==> src/sv/lia_pkg.sv <==
// shared constants, types and the acos table builder for the incidence angle block
package lia_pkg;

   localparam int COORD_WIDTH_DEF  = 24;
   localparam int ACOS_ENTRIES_DEF = 1024;
   localparam int NORMAL_W         = 16;
   localparam int RANGE_W          = 25;
   localparam int COS_W            = 16;
   localparam int DEG_W            = 15;
   localparam int CSR_ADDR_W       = 2;
   localparam int QUEUE_DEPTH      = 4;
   localparam int CORDIC_STEPS     = 22;

   localparam logic [RANGE_W-1:0] RANGE_MAX = '1;
   localparam logic [COS_W-1:0]   COS_CLAMP = 16'd65529;
   localparam longint             DEG90_Q8  = 23040;

   // atan(2^-k) in degrees, q.16
   localparam longint ATAN_DEG_Q16 [CORDIC_STEPS] = '{
      2949120, 1740967, 919879, 466945, 234379, 117305, 58666, 29335,
      14668, 7334, 3667, 1833, 917, 458, 229, 115, 57, 29, 14, 7, 4, 2
   };

   typedef enum logic [CSR_ADDR_W-1:0] {
      CSR_SCANNER_X = 2'd0,
      CSR_SCANNER_Y = 2'd1,
      CSR_SCANNER_Z = 2'd2
   } csr_index_type;

   // acos in degrees q7.8 of x/2^30, by a vectoring cordic on (x, sqrt(1 - x^2))
   function automatic logic [DEG_W-1:0] acos_entry(input longint x);
      longint y2;
      longint r;
      longint c;
      longint xv;
      longint yv;
      longint z;
      longint e;
      longint dx;
      longint dy;
      int     b;
      int     k;
      y2 = (longint'(1) <<< 60) - x * x;
      r  = 0;
      // root stays below 2^31, so higher trial bits never pass
      for (b = 30; b >= 0; b--) begin
         c = r | (longint'(1) <<< b);
         if (c * c <= y2) begin
            r = c;
         end
      end
      xv = x;
      yv = r;
      z  = 0;
      for (k = 0; k < CORDIC_STEPS; k++) begin
         dx = yv >>> k;
         dy = xv >>> k;
         if (yv >= 0) begin
            xv = xv + dx;
            yv = yv - dy;
            z  = z + ATAN_DEG_Q16[k];
         end else begin
            xv = xv - dx;
            yv = yv + dy;
            z  = z - ATAN_DEG_Q16[k];
         end
      end
      e = (z + 128) >>> 8;
      if (e < 0) begin
         e = 0;
      end
      if (e > DEG90_Q8) begin
         e = DEG90_Q8;
      end
      return e[DEG_W-1:0];
   endfunction

endpackage

==> src/sv/lia_queue.sv <==
// short item queue between the front stage and the arithmetic pipeline
module lia_queue #(
   parameter int DATA_W = 8
) (
   input  logic              clock,
   input  logic              reset,
   input  logic              push,
   output logic              full,
   input  logic [DATA_W-1:0] wdata,
   input  logic              pop,
   output logic              empty,
   output logic [DATA_W-1:0] rdata
);

   localparam int DEPTH = lia_pkg::QUEUE_DEPTH;
   localparam int PTR_W = $clog2(DEPTH);
   localparam int CNT_W = $clog2(DEPTH + 1);

   logic [DATA_W-1:0] slot_ff [DEPTH];
   logic [PTR_W-1:0]  wr_ptr_ff;
   logic [PTR_W-1:0]  wr_ptr_in;
   logic [PTR_W-1:0]  rd_ptr_ff;
   logic [PTR_W-1:0]  rd_ptr_in;
   logic [CNT_W-1:0]  cnt_ff;
   logic [CNT_W-1:0]  cnt_in;
   logic              do_push;
   logic              do_pop;

   assign full    = (cnt_ff == CNT_W'(DEPTH));
   assign empty   = (cnt_ff == '0);
   assign do_push = push && !full;
   assign do_pop  = pop && !empty;
   assign rdata   = slot_ff[rd_ptr_ff];

   always_comb begin
      wr_ptr_in = wr_ptr_ff;
      rd_ptr_in = rd_ptr_ff;
      cnt_in    = cnt_ff;
      if (do_push) begin
         wr_ptr_in = (wr_ptr_ff == PTR_W'(DEPTH - 1)) ? '0 : wr_ptr_ff + 1'b1;
      end
      if (do_pop) begin
         rd_ptr_in = (rd_ptr_ff == PTR_W'(DEPTH - 1)) ? '0 : rd_ptr_ff + 1'b1;
      end
      if (do_push && !do_pop) begin
         cnt_in = cnt_ff + 1'b1;
      end else if (do_pop && !do_push) begin
         cnt_in = cnt_ff - 1'b1;
      end
   end

   always_ff @(posedge clock) begin
      if (reset) begin
         wr_ptr_ff <= '0;
         rd_ptr_ff <= '0;
         cnt_ff    <= '0;
      end else begin
         wr_ptr_ff <= wr_ptr_in;
         rd_ptr_ff <= rd_ptr_in;
         cnt_ff    <= cnt_in;
      end
   end

   always_ff @(posedge clock) begin
      if (do_push) begin
         slot_ff[wr_ptr_ff] <= wdata;
      end
   end

endmodule

==> config.mk <==
export PLATFORM = sky130hd
export DESIGN_NAME = lia_queue
export DESIGN_NICKNAME = d
export VERILOG_FILES = /design/src/sv/lia_pkg.sv /design/src/sv/lia_queue.sv
export SDC_FILE = /design/constraint.sdc
export NUM_CORES = 1
export LEC_CHECK = 0
export BUFFER_PORTS_ARGS = -buffer_cell sky130_fd_sc_hd__clkbuf_2
export CELL_PAD_IN_SITES_DETAIL_PLACEMENT = 0
export CELL_PAD_IN_SITES_GLOBAL_PLACEMENT = 1
export CORE_ASPECT_RATIO = 1.2
export CORE_MARGIN = 4
export CORE_UTILIZATION = 45
export DETAILED_ROUTE_END_ITERATION = 6
export GPL_ROUTABILITY_DRIVEN = 0
export PLACE_DENSITY = 0.76
export REMOVE_ABC_BUFFERS = 1
export SETUP_SLACK_MARGIN = 0.4
export SYNTH_ARGS = -nofsm -noshare
export SYNTH_HDL_FRONTEND = slang
export SYNTH_SLANG_ARGS = --single-unit
==> constraint.sdc <==
create_clock -name clock -period 2.88 [get_ports clock]
set_input_delay 0.432 -clock clock [delete_from_list [all_inputs] [get_ports clock]]
set_output_delay 0.432 -clock clock [all_outputs]
set_load 0.01 [all_outputs]
==> flow_summary.toml <==
[setup_path]
cp_slowest_cell = "dfxtp_1"
reg2reg_to = "cnt_ff[2]"
crit_start = "cnt_ff[0]"
r2r-start = "cnt_ff[0]"
worst-endpoint-arrival_ps = 2480
r2r_setup_slack_ps = 630
reg2regPathDepth = 9
worstSetupPathType = "flop to flop"
end_kind = "flop"
worstPathCellList = "or3b_4 -> clkinv_4 -> nor2_2 -> ha_1 -> inv_1 -> fa_1 -> xor2_1 -> or3_2 -> a21oi_1"
worstPathMaxFanout = 7
cp.required_ps = 3100
critPathTopFamily = "simple AND/OR/NAND/NOR gates"
crit_path_max_incr_delay_ps = 450
critPathLaunchType = "flop"
path_depth = 9
critPathBufInv = 2

[floorplanning]
rows = 23
ios = 22
dieArea_um2 = 4690
fp.dieW_um = 63.2
die_h_um = 74.2
design.core.area_um2 = 3420
start_util_pct = 48.0

[synth]
synth_top_area_share_pct = 58.4
netlist-cell-type-count = 26
ys_seq_elements = 41
ys_seq_area_share_pct = 69.4
yosys-top-cells-area = "edfxtp_1, dfxtp_1, mux4_2"
synth_warnings = 0
syn_area_um2 = 1650
synth_top_area_cell = "edfxtp_1"
avgSynthCellArea_um2 = 17.9
synth_cells = 92

[routing]
drc = 0
postRouteWirelength_um = 2510
vias = 846
ant_nets = 0
drtIter0Drc = 43
post_drt_wl_per_cell_um = 16.3
dr.pass1.iters = 5
avgViaCountPerCell = 5.49

[sta]
finalClockSkew_ps = 7.82
tightest_slew_ps = 558
post-route-period-util_pct = 78.2
hold_viol_final = 0
setup_violations = 0
whs_ps = 356
slew_violations = 0
maxSlewHeadroom_pct = 62.8
max_clock_freq_mhz = 444
final.min_clock_period_ps = 2250
rsz0062_at_grt = "false"
fin_setup_tns_ps = 0

[pwr]
irDropWorstVdd_mv = 0.560
p_leak_nw = 0.717
power_density_nw_per_um2 = 863

[clocking]
cts_sinks = 41
root_buffer = "clkbuf_8"
cts_buffer_depth = 2
h-tree-depth = 2
post_cts_buffers = 0
cts_tree = "done"
clk_latency_ps = 290
cts.hold.buffers_added = 0
numCtsBuffers = 5
cts_resized = 0
clk_pin_slew_ps = 80

[grt]
grt_overflow = 0
grt_max_degree = 15
grt_usage_pct = 12.2
grt_pass1_vias = 865
grt_pass1_wl_um = 4180
antenna_found_initial = 0

[final_layout]
postLayoutCoreUtil_pct = 55.6
fin_cells = 154
final_cell_mix = "edfxtp_1, clkbuf_2, dfxtp_1, mux4_2, ha_1"
area_growth_pct = 15.7
layout.nets = 135
antenna_cells = 0
multi_input_area_um2 = 459
seqCellArea_um2 = 1140
layout-drive-gt1-share_pct = 40.2
final_common_cell = "edfxtp_1"
fillers = 269

[min_path]
hold_start = "wdata[6]"
hold_end = "slot_ff[0][6]"
whs_path_depth = 1
hp-class = "input port to flop"

[outcome]
status = "complete, no violations"

[job]
max_cap_viol_count = 0

[placement]
port_buffers = 21
dp_cells = 146
dp.final_hpwl_um = 1770
==> power breakdown <==
part | leakage [nW] | internal [W] | total [W] | switching (W)
sequential | 0.367 | 0.000721 | 0.000794 | 0.0000726
combinational | 0.284 | 0.000194 | 0.000372 | 0.000178
clock | 0.0651 | 0.000279 | 0.000476 | 0.000197
==> area by class of cell <==
| type | count | share of cell area, % |
|---|---|---|
| Sequential cell | 41 | 60.0 |
| Multi-Input combinational cell | 42 | 24.1 |
| Clock buffer | 7 | 6.25 |
| Timing Repair Buffer | 21 | 5.52 |
| Tap cell | 37 | 2.43 |
| Inverter | 5 | 1.25 |
| Clock inverter | 1 | 0.460 |
==> per-layer routing <==
metal | track usage (%) | share of wire, % | up-vias
met5 | 0 | 0 | -
met4 | 5.76 | 1.9 | 0
met3 | 4.23 | 5.5 | 5
li1 | - | - | 399
met2 | 20.8 | 51 | 24
met1 | 13.9 | 41 | 418
==> worst max-delay path by stage <==
stage                      endpoint
after floorplan           cnt_ff[2]
after global placement    cnt_ff[2]
after detailed placement  cnt_ff[2]
after CTS                 cnt_ff[2]
after global routing      cnt_ff[2]
final                     cnt_ff[2]
==> synthesized netlist by cell type (all sizes together) <==
library cell,count
fa,1
xor2,2
nand3,2
edfxtp,32
a21oi,3
ha,6
nor2,4
buf,3
o31ai,2
nand2,1
mux4,8
or3,2
nor3,2
mux2i,2
clkbuf,1
and3,4
dfxtp,9
clkinv,1
o21ai,2
inv,4
or3b,1
==> cell families after synthesis <==
kind of cell	after synthesis	synth area share, %
buf+inv	9	2.89
mux	10	12.2
xor+xnor	2	1.06
fa+ha+maj	7	5.78
flops	41	69.4
simple gates	16	5.70
compound gates	7	3.04
==> stage by stage <==
| step | setup WS [ps] | power, W | area [um^2] |
|---|---|---|---|
| detailed placement | 520 | 0.00119 | 1770 |
| finish | 628 | 0.00164 | 1900 |
| CTS | 511 | 0.00166 | 1900 |
| floorplan | 664 | 0.00105 | 1620 |
| global route | 424 | 0.00174 | 1900 |
| global placement | 603 | 0.00117 | 1770 |
==> sequential cells by signal (all words and copies together) (netlist names), named ones only <==
name / flops
cnt_ff: 3
rd_ptr_ff: 2
slot_ff: 32
wr_ptr_ff: 2
No activity file was read; power rests on OpenSTA's default activity.
