## src/sv/lia_pkg.sv

```systemverilog
// shared constants, types and the acos table builder for the incidence angle block
package lia_pkg;

   localparam int COORD_WIDTH_DEF  = 24;
   localparam int ACOS_ENTRIES_DEF = 1024;
   localparam int NORMAL_W         = 16;
   localparam int RANGE_W          = 25;
   localparam int COS_W            = 16;
   localparam int DEG_W            = 15;
   localparam int CSR_ADDR_W       = 2;
   localparam int QUEUE_DEPTH      = 4;
   localparam int CORDIC_STEPS     = 22;

   localparam logic [RANGE_W-1:0] RANGE_MAX = '1;
   localparam logic [COS_W-1:0]   COS_CLAMP = 16'd65529;
   localparam longint             DEG90_Q8  = 23040;

   // atan(2^-k) in degrees, q.16
   localparam longint ATAN_DEG_Q16 [CORDIC_STEPS] = '{
      2949120, 1740967, 919879, 466945, 234379, 117305, 58666, 29335,
      14668, 7334, 3667, 1833, 917, 458, 229, 115, 57, 29, 14, 7, 4, 2
   };

   typedef enum logic [CSR_ADDR_W-1:0] {
      CSR_SCANNER_X = 2'd0,
      CSR_SCANNER_Y = 2'd1,
      CSR_SCANNER_Z = 2'd2
   } csr_index_type;

   // acos in degrees q7.8 of x/2^30, by a vectoring cordic on (x, sqrt(1 - x^2))
   function automatic logic [DEG_W-1:0] acos_entry(input longint x);
      longint y2;
      longint r;
      longint c;
      longint xv;
      longint yv;
      longint z;
      longint e;
      longint dx;
      longint dy;
      int     b;
      int     k;
      y2 = (longint'(1) <<< 60) - x * x;
      r  = 0;
      // root stays below 2^31, so higher trial bits never pass
      for (b = 30; b >= 0; b--) begin
         c = r | (longint'(1) <<< b);
         if (c * c <= y2) begin
            r = c;
         end
      end
      xv = x;
      yv = r;
      z  = 0;
      for (k = 0; k < CORDIC_STEPS; k++) begin
         dx = yv >>> k;
         dy = xv >>> k;
         if (yv >= 0) begin
            xv = xv + dx;
            yv = yv - dy;
            z  = z + ATAN_DEG_Q16[k];
         end else begin
            xv = xv - dx;
            yv = yv + dy;
            z  = z - ATAN_DEG_Q16[k];
         end
      end
      e = (z + 128) >>> 8;
      if (e < 0) begin
         e = 0;
      end
      if (e > DEG90_Q8) begin
         e = DEG90_Q8;
      end
      return e[DEG_W-1:0];
   endfunction

endpackage

```

## src/sv/lia_front.sv

```systemverilog
// front stage: scanner registers, item intake, offset from scanner and zero check
module lia_front #(
   parameter int COORD_WIDTH = lia_pkg::COORD_WIDTH_DEF
) (
   input  logic                                clock,
   input  logic                                reset,
   input  logic                                csr_we,
   input  logic [lia_pkg::CSR_ADDR_W-1:0]      csr_addr,
   input  logic [COORD_WIDTH-1:0]              csr_wdata,
   input  logic                                req_push,
   output logic                                req_full,
   input  logic signed [COORD_WIDTH-1:0]       req_point_x,
   input  logic signed [COORD_WIDTH-1:0]       req_point_y,
   input  logic signed [COORD_WIDTH-1:0]       req_point_z,
   input  logic signed [lia_pkg::NORMAL_W-1:0] req_normal_x,
   input  logic signed [lia_pkg::NORMAL_W-1:0] req_normal_y,
   input  logic signed [lia_pkg::NORMAL_W-1:0] req_normal_z,
   output logic                                out_valid,
   input  logic                                out_full,
   output logic signed [COORD_WIDTH:0]         out_dx,
   output logic signed [COORD_WIDTH:0]         out_dy,
   output logic signed [COORD_WIDTH:0]         out_dz,
   output logic signed [lia_pkg::NORMAL_W-1:0] out_nx,
   output logic signed [lia_pkg::NORMAL_W-1:0] out_ny,
   output logic signed [lia_pkg::NORMAL_W-1:0] out_nz,
   output logic                                out_zero
);

   localparam int DW = COORD_WIDTH + 1;

   logic signed [COORD_WIDTH-1:0]       sx_ff;
   logic signed [COORD_WIDTH-1:0]       sy_ff;
   logic signed [COORD_WIDTH-1:0]       sz_ff;
   logic                                vld_ff;
   logic                                vld_in;
   logic signed [DW-1:0]                dx_ff;
   logic signed [DW-1:0]                dy_ff;
   logic signed [DW-1:0]                dz_ff;
   logic signed [DW-1:0]                dx_in;
   logic signed [DW-1:0]                dy_in;
   logic signed [DW-1:0]                dz_in;
   logic signed [lia_pkg::NORMAL_W-1:0] nx_ff;
   logic signed [lia_pkg::NORMAL_W-1:0] ny_ff;
   logic signed [lia_pkg::NORMAL_W-1:0] nz_ff;
   logic                                zero_ff;
   logic                                zero_in;
   logic                                accept;

   always_ff @(posedge clock) begin
      if (reset) begin
         sx_ff <= '0;
         sy_ff <= '0;
         sz_ff <= '0;
      end else if (csr_we) begin
         unique case (lia_pkg::csr_index_type'(csr_addr))
            lia_pkg::CSR_SCANNER_X: sx_ff <= csr_wdata;
            lia_pkg::CSR_SCANNER_Y: sy_ff <= csr_wdata;
            lia_pkg::CSR_SCANNER_Z: sz_ff <= csr_wdata;
            default: ;
         endcase
      end
   end

   assign req_full = vld_ff && out_full;
   assign accept   = req_push && !req_full;

   always_comb begin
      dx_in   = DW'(req_point_x) - DW'(sx_ff);
      dy_in   = DW'(req_point_y) - DW'(sy_ff);
      dz_in   = DW'(req_point_z) - DW'(sz_ff);
      // point sitting on the scanner has no direction
      zero_in = (req_point_x == sx_ff) && (req_point_y == sy_ff) && (req_point_z == sz_ff);
      vld_in  = accept || (vld_ff && out_full);
   end

   always_ff @(posedge clock) begin
      if (reset) begin
         vld_ff <= 1'b0;
      end else begin
         vld_ff <= vld_in;
      end
   end

   always_ff @(posedge clock) begin
      if (accept) begin
         dx_ff   <= dx_in;
         dy_ff   <= dy_in;
         dz_ff   <= dz_in;
         nx_ff   <= req_normal_x;
         ny_ff   <= req_normal_y;
         nz_ff   <= req_normal_z;
         zero_ff <= zero_in;
      end
   end

   assign out_valid = vld_ff;
   assign out_dx    = dx_ff;
   assign out_dy    = dy_ff;
   assign out_dz    = dz_ff;
   assign out_nx    = nx_ff;
   assign out_ny    = ny_ff;
   assign out_nz    = nz_ff;
   assign out_zero  = zero_ff;

endmodule

```

## config.mk

```make
export PLATFORM = sky130hd
export DESIGN_NAME = lia_front
export DESIGN_NICKNAME = d
export VERILOG_FILES = /design/src/sv/lia_pkg.sv /design/src/sv/lia_front.sv
export SDC_FILE = /design/constraint.sdc
export NUM_CORES = 1
export LEC_CHECK = 0
export ABC_AREA = 1
export ABC_CLOCK_PERIOD_IN_PS = 6300
export BUFFER_PORTS_ARGS = -buffer_cell sky130_fd_sc_hd__clkbuf_2
export CORE_MARGIN = 3
export CORE_UTILIZATION = 50
export DETAILED_ROUTE_END_ITERATION = 7
export HOLD_SLACK_MARGIN = 0.06
export PLACE_DENSITY = 0.78
export SYNTH_ARGS = -nofsm -noshare
export SYNTH_HDL_FRONTEND = slang
export SYNTH_SLANG_ARGS = --single-unit
```

## constraint.sdc

```tcl
create_clock -name clock -period 6.3 [get_ports clock]
set_input_delay 0.63 -clock clock [delete_from_list [all_inputs] [get_ports clock]]
set_output_delay 0.63 -clock clock [all_outputs]
set_load 0.01 [all_outputs]
```

==> results of run 1 <==
sequential cells by signal, summed over array words and instances (netlist names):
signal,cells
sy_ff,24
out_dx,25
out_nz,16
out_valid,1
out_dz,25
out_nx,16
sx_ff,24
out_dy,25
out_ny,16
sz_ff,24
out_zero,1
path summary, 6_finish.rpt:
| path | startpoint | end | slack, ns | cells past startpoint |
|---|---|---|---|---|
| worst max-delay path | out_valid$_SDFF_PP0_ | out_dx[14]$_DFFE_PP_ | 4.15 | 4 |
| worst min-delay path | req_normal_z[3] | out_nz[3]$_DFFE_PP_ | 0.36 | 1 |
| worst max register to register | out_valid$_SDFF_PP0_ | out_dx[14]$_DFFE_PP_ | 4.15 | 4 |
| worst min register to register | sz_ff[20]$_SDFFE_PP0P_ | sz_ff[20]$_SDFFE_PP0P_ | 0.48 | 2 |
critical path, delay by kind of cell (launching register included):
family,cells,cell delay (ns)
simple gates,2,0.62
buf+inv,2,0.78
flops,1,0.32
cells by family after synthesis:
| kind of cell | after synthesis | synth area share |
|---|---|---|
| flip-flops | 197 | 0.435 |
| adder cells (fa/ha/maj) | 75 | 0.0805 |
| AO/OA/AOI/OAI | 112 | 0.0615 |
| buffers and inverters | 369 | 0.118 |
| XOR/XNOR | 39 | 0.0286 |
| AND/OR/NAND/NOR | 805 | 0.277 |
stage by stage:
stage               power, mW  setup WS [ns]
global placement         2.36           3.80
detailed placement       2.38           3.74
finish                   3.49           4.15
floorplan                2.10           1.86
global route             3.67           4.00
CTS                      3.50           4.14
final cells by class:
type                       count  share of cell area
timing repair buffer         282               0.100
clock inverter                15              0.0136
clock buffer                  17              0.0298
tap                          313              0.0275
sequential                   197               0.364
inverter                     346              0.0911
multi-input combinational   1031               0.375
layer usage:
metal,global-route usage,up-vias,share of wire
met3,0.0487,52,0.073
met2,0.440,383,0.48
met4,0.0734,6,0.022
li1,-,5563,-
met5,0,-,0.0011
met1,0.325,4870,0.43
power breakdown:
part / internal (mW) / switching (mW) / total (mW) / leakage [nW]
clock: 0.549 / 0.586 / 1.13 / 0.300
combinational: 0.289 / 0.523 / 0.812 / 5.34
sequential: 1.51 / 0.0353 / 1.54 / 1.80
layout by cell type (no fill, tap or decap), drive strengths merged:
| master | count |
|---|---|
| a211oi | 69 |
| a21oi | 43 |
| and2 | 5 |
| buf | 6 |
| clkbuf | 293 |
| clkinv | 7 |
| dfxtp | 73 |
| edfxtp | 124 |
| fa | 3 |
| ha | 72 |
| inv | 354 |
| nand2 | 533 |
| nand3 | 64 |
| nand3b | 6 |
| nand4 | 23 |
| nor2 | 164 |
| nor3 | 7 |
| nor3b | 1 |
| or2 | 2 |
| xnor2 | 3 |
| xor2 | 36 |
cells in the mapped netlist:
cell type	n	area, um2
a211oi_1	69	518
a21oi_1	43	215
and2_1	5	31.3
buf_1	2	7.51
buf_2	12	60.1
buf_4	3	22.5
clkbuf_1	6	22.5
clkinv_1	1	3.75
dfxtp_1	73	1460
edfxtp_1	124	3720
fa_1	3	60.1
ha_1	72	901
inv_1	345	1290
nand2_1	520	1950
nand2_2	13	81.3
nand3_1	63	315
nand3_2	1	10.0
nand3b_1	6	45.0
nand4_1	23	144
nor2_1	144	541
nor2_2	20	125
nor3_1	7	35.0
nor3b_1	1	7.51
or2_0	1	6.26
or2_1	1	6.26
xnor2_1	3	26.3
xor2_1	36	315
==> results.md, run 1 <==
- Register area share after synthesis: 0.435
- Routed length per instance: between 15 and 20 um
- Synth Net Count: 1,823
- # Post-CTS Setup Buffers: 0
- Post-layout util: 0.619
- Initial DRC count: 718
- Worst setup EP type: register
- Gr ovfl total: 0
- Final setup TNS: 0 ns
- Crit path cell chain: nand2_1 -> inv_1 -> nor2_4 -> buf_4
- GP Congestion: a little over 0.9
- FF+latch area: about 5200 um2
- Filler cell count: 2,100
- Worst-Skew Late Latency: 0.44 ns
- Total global-route track usage: 0.254
- Cell count after synthesis: 1,597
- Post-DP HPWL: 26,900 um
- CTS Root Buffer Type: clkbuf_16
- Antenna diodes: 0
- Final #Nets: 2,101
- Placed inst area: ~14,000 um2
- Final Slew Violations: 0
- Number of nets with antenna violations after routing: 0
- Setup violations, final: 0
- Fin crit share: 0.341
- Post-cts gate resize count: 0
- CTS tree: yes
- Inst Count DP: 2,169
- CTS max path bufs: 2
- Worst Tran Pin Value: 0.776 ns
- CTS Hold Bufs: 0
- Synthesized area: between 10,000 and 15,000 um2
- RSZ-0062 raised after global routing: no
- Kind of start point of the critical path: register
- Share of post-route cells with drive strength above 1: 0.185
- Drt pass-1 iters: 5
- Final Hold Fails: 0
- Yosys warns: 0
- Worst Path Required: 6.38 ns
- Die width: 160 um
- Largest net degree at the start of global routing: 74
- Port Buf Inserts: about 280
- Full die area: 25,800 um2
- Leakage: between 7 and 8 nW
- Worst clock skew: 0.0147 ns
- Num rows: 55
- Vias per std cell: 4.94
- Period minus WS final: 2.15 ns
- CP Class: register to register
- Max stage delay cell, worst path: buf_4
- Hold Crit Class: input port to register
- Avg Cell Area, Syn: 7.47 um2
- Total Routed Length: 33,200 um
- Number of global-route vias before repair: 10,323
- Reg clk slew, reported paths: 0.08 ns
- Layout area overhead: 19.5%
- Initial antenna violation count: 3
- Number of buffers created by CTS: 17
- Finished Cell Area: 14,300 um2
- Core Region: 23,100 um2
- Final Non-Filler Cells: 2,201
- I/O Pins: 277
- H-tree Lvls: 4
- Run status: complete, no violations
- Detailed-route via count: 10,874
- Seq cells post-synth: 197
- Clk sink count: 197
- Maximum capacitance violations: 0
- CP Max Fanout: 56
- Worst Path Arrival: roughly 2.2 ns
- # DRC: 0
- Peak VDD IR: 155 uV
- Synth cell types: 27
- Crit path largest cell delay: 0.70 ns
- Initial core utilization: 0.518
- Die Span Y: 160 um
- Area occupied by multi-input gates: ~5300 um2
- Fmax: between 400 and 500 MHz
- Power Dens Cells: between 200 and 250 nW/um2
- Hold slack: 0.355 ns
- Max-slew headroom: 0.483
- Global-route wire length before repair: 52,000 um
No activity file was read; power rests on OpenSTA's default activity.
==> inputs of run 2 (changes only) <==
Settings changed: ABC_CLOCK_PERIOD_IN_PS 6300 to 2110, CORE_UTILIZATION 50 to 55, PLACE_DENSITY 0.78 to 0.81.
Clock period 6.3 ns to 2.11 ns, I/O delays scaled along.
==> results.md, run 2 (same netlist as run 1, synthesis figures left out) <==
- Run status: complete, no violations
- Final #Nets: 2,154 (+2.5%)
- Routed length per instance: 15.6 um (+3.5%)
- Filler cell count: 1,726 (-18%)
- Die width: 153 um (-4.5%)
- Fmax: 523 MHz (+13%)
- H-tree Lvls: 4 (unchanged)
- Total global-route track usage: 0.288 (+0.0337)
- Antenna diodes: 0 (unchanged)
- Peak VDD IR: 691 uV (+350%)
- Reg clk slew, reported paths: 0.09 ns (about the same)
- Full die area: 23,500 um2 (-8.8%)
- Setup violations, final: 0 (unchanged)
- Port Buf Inserts: 276 (unchanged)
- Worst Tran Pin Value: 0.455 ns (-0.320 ns)
- Worst-Skew Late Latency: 0.45 ns (about the same)
- # DRC: 0 (unchanged)
- Commonest non-fill, non-tap cell in the layout: nand2_1
- Kind of start point of the critical path: register
- Number of buffers created by CTS: 17 (unchanged)
- Fin crit share: 0.906 (+0.564)
- Sequential Power Share: 0.436 (-0.006)
- Power Internal: 7.09 mW (+200%)
- Power Dens Cells: 712 nW/um2 (+190%)
- Worst clock skew: 0.0147 ns (-0.0000306 ns)
- # Post-CTS Setup Buffers: 0 (unchanged)
- Crit path cell chain: inv_1 -> ha_1 -> nand2_1 -> nor2_1 -> nand3_1 -> nand3_2 -> nand2_1 -> nand3_1 -> nand2_1
- Hold slack: 0.0782 ns (-0.277 ns)
- I/O Pins: 277 (unchanged)
- Max-slew headroom: 0.697 (+0.214)
- Share of post-route cells with drive strength above 1: 0.182 (-0.00247)
- Total Routed Length: 34,600 um (+4.2%)
- Finished Cell Area: 14,800 um2 (+3.8%)
- Initial antenna violation count: 2 (-1)
- Die Span Y: 153 um (-4.5%)
- Crit path largest cell delay: 0.37 ns (-0.33 ns)
- Worst Path Arrival: 2.12 ns (-0.11 ns)
- Worst setup startpoint: sx_ff[8]$_SDFFE_PP0P_
- Post-cts gate resize count: 0 (unchanged)
- Post-DP HPWL: 27,100 um (+1.0%)
- CTS max path bufs: 2 (unchanged)
- HP Start: csr_wdata[8]
- Psw: 3.46 mW (+200%)
- Drt pass-1 iters: 8 (+3)
- Largest net degree at the start of global routing: 74 (unchanged)
- RSZ-0062 raised after global routing: no
- Comb pwr share: 0.242 (+0.009)
- RR Startpoint: sx_ff[8]$_SDFFE_PP0P_
- Core Region: 21,200 um2 (-8.2%)
- Number of nets with antenna violations after routing: 0 (unchanged)
- Final Slew Violations: 0 (unchanged)
- Leakage: 7.68 nW (+3.3%)
- CP Class: register to register
- Clk pwr share: 0.322 (-0.003)
- Worst Path Required: 2.32 ns (-4.06 ns)
- Maximum capacitance violations: 0 (unchanged)
- CP dominant cell by count: nand2_1
- CP Max Fanout: 4 (-93%)
- CTS Root Buffer Type: clkbuf_16
- Initial core utilization: 0.564 (+0.0465)
- Worst setup EP type: register
- Number of global-route vias before repair: 10,654 (+3.2%)
- Detailed-route via count: 11,186 (+2.9%)
- Layout area overhead: 24.1%
- Hold Crit Class: input port to register
- Final Hold Fails: 0 (unchanged)
- Max stage delay cell, worst path: ha_1
- Commonest cells after routing, fill and taps aside: nand2_1 (519), inv_1 (344), clkbuf_2 (276)
- CTS Hold Bufs: 51 (+51)
- Vias per std cell: 5.05 (+2.2%)
- Placed inst area: 13,700 um2 (+0.16%)
- Initial DRC count: 918 (+28%)
- Num rows: 53 (-3.6%)
- Global-route wire length before repair: 53,700 um (+3.3%)
- Place WS: 0.205 ns (-3.54 ns)
- GP Congestion: 0.955 (+4.1%)
- Clk sink count: 197 (unchanged)
- Switching part of the total: 0.328 (about the same)
- Period minus WS final: 1.91 ns (-0.239 ns)
- CTS tree: yes
- Gr ovfl total: 0 (unchanged)
- Worst setup margin: 0.199 ns (-3.95 ns)
## run 2: cell types whose count changed in the layout (fill, tap and decap cells not counted), moves of 2 or more
cell,change
clkinv_8,+2
inv_8,-3
buf_12,+4
buf_4,-2
dlygate4sd3_1,+51
## run 2: worst max-delay path, delay by kind of cell (launching register included)
| kind | cells | cell delay, ns |
|---|---|---|
| adder cells (fa/ha/maj) | 1 | 0.37 |
| flip-flops | 1 | 0.32 |
| AND/OR/NAND/NOR | 7 | 0.92 |
| buffers and inverters | 1 | 0.07 |
## run 2: path summary, 6_finish.rpt
path                            cells after the start                    end  slack [ns]
worst min-delay path                                3  sx_ff[8]$_SDFFE_PP0P_        0.08
worst max-delay path                                9   out_dx[18]$_DFFE_PP_        0.20
worst max register to register                      9   out_dx[18]$_DFFE_PP_        0.20
worst min register to register                      2  sy_ff[0]$_SDFFE_PP0P_        0.47
## run 2: stage by stage
step / total power [mW] / setup TNS (ns) / cells / utilization
finish: 10.5 / 0 / 2216 / 0.700
global route: 11.1 / 0 / 2216 / 0.700
CTS: 10.6 / 0 / 2216 / 0.700
detailed placement: 7.12 / 0 / 2133 / 0.646
global placement: 7.08 / 0 / 2133 / 0.646
floorplan: 6.25 / -73.69 / 1597 / -
## run 2: cell type report
class | instances | area, um2 | area share
Multi-Input combinational cell | 1031 | 5350 | 0.361
Inverter | 346 | 1300 | 0.0877
Sequential cell | 197 | 5190 | 0.350
Clock inverter | 15 | 209 | 0.0141
Timing Repair Buffer | 335 | 2000 | 0.135
Clock buffer | 17 | 425 | 0.0287
Tap cell | 275 | 344 | 0.0232
## run 2: layer usage
metal,global-route usage,share of wire
met5,0,0.00061
met4,0.110,0.034
met3,0.0544,0.072
met2,0.490,0.48
met1,0.365,0.42
## run 2: power groups by stage
stage	clock, mW	combinational, mW	sequential [mW]
floorplan	0	1.45	4.80
global placement	0	2.40	4.69
detailed placement	0	2.43	4.69
CTS	3.46	2.52	4.60
global route	3.60	2.84	4.63
finish	3.40	2.55	4.60
